--- src/rtl/kisl_div.sv ---
module kisl_div #(
  parameter int DW = 45,
  parameter int VW = 32
) (
  input  logic          clk,
  input  logic          rst_n,
  input  logic          go,
  input  logic [DW-1:0] dividend,
  input  logic [VW-1:0] divisor,
  output logic          done,
  output logic [DW-1:0] quotient,
  output logic [VW-1:0] remainder
);

  localparam int CTW = $clog2(DW + 1);

  logic [VW-1:0]  rem_r;
  logic [DW-1:0]  quo_r;
  logic [VW-1:0]  dvs_r;
  logic [CTW-1:0] cnt_r;
  logic           run_r;
  logic           done_r;
  logic [VW:0]    trial;
  logic           fit;

  assign trial = {rem_r, quo_r[DW-1]};
  assign fit   = trial >= {1'b0, dvs_r};

  always_ff @(posedge clk) begin
    if (!rst_n) begin
      run_r  <= 1'b0;
      done_r <= 1'b0;
      cnt_r  <= '0;
    end else begin
      done_r <= 1'b0;
      if (go) begin
        run_r <= 1'b1;
        cnt_r <= CTW'(DW);
        rem_r <= '0;
        quo_r <= dividend;
        dvs_r <= divisor;
      end else if (run_r) begin
        rem_r <= VW'(fit ? (trial - {1'b0, dvs_r}) : trial);
        quo_r <= {quo_r[DW-2:0], fit};
        cnt_r <= cnt_r - CTW'(1);
        if (cnt_r == CTW'(1)) begin
          run_r  <= 1'b0;
          done_r <= 1'b1;
        end
      end
    end
  end

  assign done      = done_r;
  assign quotient  = quo_r;
  assign remainder = rem_r;

endmodule

--- config.mk ---
export PLATFORM = sky130hd
export DESIGN_NAME = kisl_div
export DESIGN_NICKNAME = d
export VERILOG_FILES = /design/src/rtl/kisl_div.sv
export SDC_FILE = /design/constraint.sdc
export NUM_CORES = 1
export LEC_CHECK = 0
export BUFFER_PORTS_ARGS = -buffer_cell sky130_fd_sc_hd__buf_2
export CAP_MARGIN = 20
export CORE_UTILIZATION = 30
export CTS_CLUSTER_SIZE = 10
export DETAILED_ROUTE_END_ITERATION = 12
export PLACE_DENSITY = 0.6
export SYNTH_ARGS = -nofsm -noshare
export SYNTH_HDL_FRONTEND = slang
export SYNTH_SLANG_ARGS = --single-unit
--- constraint.sdc ---
create_clock -name clk -period 3.67 [get_ports clk]
set_input_delay 0.1835 -clock clk [delete_from_list [all_inputs] [get_ports clk]]
set_output_delay 0.1835 -clock clk [all_outputs]
set_load 0.005 [all_outputs]
==> flow_metrics.py <==
metrics = {
    "drt": {
        "viasPerCell": 4.84,
        "drcViolationCount": 0,
        "drt_pass1_iterations": 7,
        "ant_nets": 0,
        "vias": 5208,
        "wire_per_inst_um": 15.7,
        "drt_iter0_drc": 263,
        "wl_um": 16900,
    },
    "global_route": {
        "grt_max_degree": 52,
        "grt_pass1_wl_um": 26500,
        "met1_usage_pct": 19.2,
        "antenna_found_initial": 0,
        "met2_usage_pct": 24.4,
        "gr-usage-all-layers_pct": 15.1,
        "grt.busiest_layer": "met2",
        "grt_overflow": 0,
        "grt_pass1_vias": 5123,
        "met3_usage_pct": 4.43,
    },
    "yosys": {
        "ys_seq_area_share_pct": 51.5,
        "synth.distinct_cells": 67,
        "syn_inst": 588,
        "yosys_register_bits": 117,
        "synth_top_flop_cell": "edfxtp_1",
        "syn_avg_cell_area_um2": 11.3,
        "syn_area_mm2": 0.00667,
        "synth_fp_nets": 703,
        "yosysWarnings": 0,
        "synth_edf_count": 109,
        "async_flop_share_pct": 0,
    },
    "critical_path": {
        "critical-path-max-stage-delay_ns": 0.42,
        "crit_end": "remainder[10]",
        "crit_cells": 10,
        "worstPathArrival_ns": 3.36,
        "r2r_cells": 10,
        "cp_cell_sequence": "ha_1, o21a_1, o2111a_1, o21ai_1, nand3_2, a211oi_2, or2_0, buf_4, a211o_1, a21oi_1",
        "r2r_start": "remainder[4]",
        "critPathKind": "flip-flop to flip-flop",
        "crit_slowest_cell": "edfxtp_1",
        "crit_required_ns": 3.83,
        "crit_path_start": "remainder[4]",
        "endpoint_kind": "flip-flop",
        "cp_num_buf_inv": 1,
        "cp_max_fo": 8,
        "r2r_end": "remainder[10]",
        "critical_path.top_delay_family": "compound AO/OA/AOI/OAI gates",
        "critPathLaunchType": "flip-flop",
        "rrSetupSlack_ns": 0.46,
    },
    "clock_tree": {
        "cts-root-buf": "clkbuf_16",
        "holdBufCountCts": 32,
        "cts_resized": 0,
        "cts_buffers": 17,
        "cts_buffer_depth": 2,
        "postCtsSetupRepairBufs": 0,
        "cts.sink_count": 117,
        "clkTransAtPathRegs_ns": 0.06,
        "cts_tree": "done",
        "cts.htree.levels": 4,
        "worstSkewPairLatency_ns": 0.41,
    },
    "timing": {
        "max_freq_mhz": 312,
        "fin_crit_sh_pct": 87.4,
        "skew_ns": 0.00809,
        "timing.hold.ws_ns": 0.0676,
        "final_hold_viol_count": 0,
        "finalSetupTns_ns": 0,
        "setup_viol": 0,
        "slew_viol_final": 0,
        "worstMarginPinSlew_ns": 0.769,
        "post-route-min-period_ns": 3.21,
        "rsz0062_at_grt": "no",
        "slew_headroom_pct": 48.7,
    },
    "floorplan": {
        "rows": 54,
        "core-area_mm2": 0.0218,
        "die_height_um": 151,
        "io_pins": 158,
        "fp.dieW_um": 151,
        "start_util_pct": 30.5,
        "die_area_mm2": 0.0228,
    },
    "final_layout": {
        "final_area_mm2": 0.00873,
        "syn_to_final_growth_pct": 30.9,
        "final_common_cell": "buf_2",
        "layout_common_cells": "buf_2 (157), edfxtp_1 (109), inv_1 (50)",
        "fillCellCount": 2153,
        "n_antenna_cell": 0,
        "finalNetCount": 900,
        "drive_gt1_share_pct": 32.0,
        "final_util_pct": 40.0,
    },
    "pwr": {
        "powerDensity_mw_per_mm2": 521,
        "comb_power_share_pct": 25.2,
        "leakagePower_nw": 3.64,
        "ir_drop_v": 0.000326,
        "clkPwrFrac_pct": 37.8,
        "power.switching_mw": 1.30,
        "internal-power_mw": 3.25,
        "power_frac_seq_pct": 37.0,
        "switching_share_pct": 28.6,
    },
    "placement": {
        "placed_area_mm2": 0.00781,
        "port_buffers": 157,
        "gp_congestion": 0.847,
        "hpwl_um": 12300,
    },
    "min_path": {
        "hp-class": "primary input to flip-flop",
    },
    "run_status": {
        "status": "finished, final reports clean",
    },
    "flow_run": {
        "drv_cap": 0,
    },
}
[final cells by class]
type	count	area [um2]	share of cell area, %
clock inverters	11	159	1.82
well taps	280	350	4.01
inverters	50	188	2.15
repair buffers	201	1210	13.8
multi-input cells	398	2950	33.8
flip-flops and latches	117	3430	39.3
clock buffers	20	437	5.00
[power groups by stage]
stage / Sequential (mW) / Clock [mW] / Combinational, mW
finish: 1.68 / 1.72 / 1.15
detailed placement: 1.71 / 0 / 1.12
CTS: 1.68 / 1.76 / 1.16
global route: 1.70 / 1.80 / 1.28
floorplan: 1.71 / 0 / 0.766
global placement: 1.71 / 0 / 1.12
[through the flow]
stage / instances / setup WS [ns] / power (mW)
6_report: 1077 / 0.463 / 4.55
5_1_grt: 1077 / 0.222 / 4.78
4_1_cts: 1077 / 0.487 / 4.60
3_5_place_dp: 1014 / 0.505 / 2.83
3_3_place_gp: 1014 / 0.600 / 2.82
2_1_floorplan: 588 / 0.790 / 2.47
[cell families (layout without fill, tap and decap cells)]
kind of cell    after synthesis  count (layout)  share of synthesized area, %
simple gates                148             148                          11.2
compound gates              131             131                          13.2
flops                       117             117                          51.5
buf+inv                      73             282                          4.39
mux                          58              58                          9.56
fa+ha+maj                    35              35                          6.68
xor+xnor                     26              26                          3.42
[how the worst min path moves through the flow]
stage / start / end / slack [ns] / cells after the start
final: dividend[25] / quotient[25] / 0.07 / 2
after global routing: dividend[23] / quotient[23] / 0.06 / 2
after CTS: dividend[6] / quotient[6] / 0.05 / 2
after detailed placement: divisor[6] / dvs_r[6] / 0.36 / 1
after global placement: divisor[15] / dvs_r[15] / 0.36 / 1
after floorplan: divisor[0] / dvs_r[0] / 0.28 / 0
[worst register-to-register path, cell delays in order (launching register included)]
cell and delay, ns:
edfxtp_1 0.42, ha_1 0.39, o21a_1 0.21, o2111a_1 0.22, o21ai_1 0.21, nand3_2 0.22
a211oi_2 0.40, or2_0 0.42, buf_4 0.27, a211o_1 0.12, a21oi_1 0.06
[flip-flops by register name, summed over array words and instances, names as in the netlist]
signal,cells
cnt_r,6
dvs_r,32
run_r,1
remainder,32
quotient,45
done,1
[Yosys cell counts (all sizes together) (3+ instances only)]
cell    number  share of area, %
mux2        45               7.6
a21oi       40               3.1
a21o         9               1.0
o21ai       17               1.3
o211ai       9               1.0
o21bai       4              0.45
inv         50               2.8
nor4         5              0.47
o22ai        4              0.38
and4         3              0.39
ha          34               6.4
o21a         6              0.68
dfxtp        8               2.4
mux2i       13               2.0
or2          3              0.28
nor3         8              0.60
nand4        7              0.66
a211oi      10               1.2
nand2       40               2.3
nand3       10              0.98
a221oi       3              0.49
nor2        44               2.5
clkbuf       8              0.47
xor2         9               1.2
nor4b        3              0.39
buf         15               1.1
o31ai        4              0.45
a21boi       6              0.68
nand2b       9              0.84
nor2b        3              0.28
edfxtp     109                49
o311ai       3              0.39
xnor2       17               2.2
and2         5              0.51
[metal layers]
metal | share of wire, % | wire (um)
met1 | 46 | 7790
met2 | 46 | 7850
met3 | 5.6 | 943
met4 | 1.8 | 300
met5 | 0 | 0
Power figures use the tool's default switching activity.
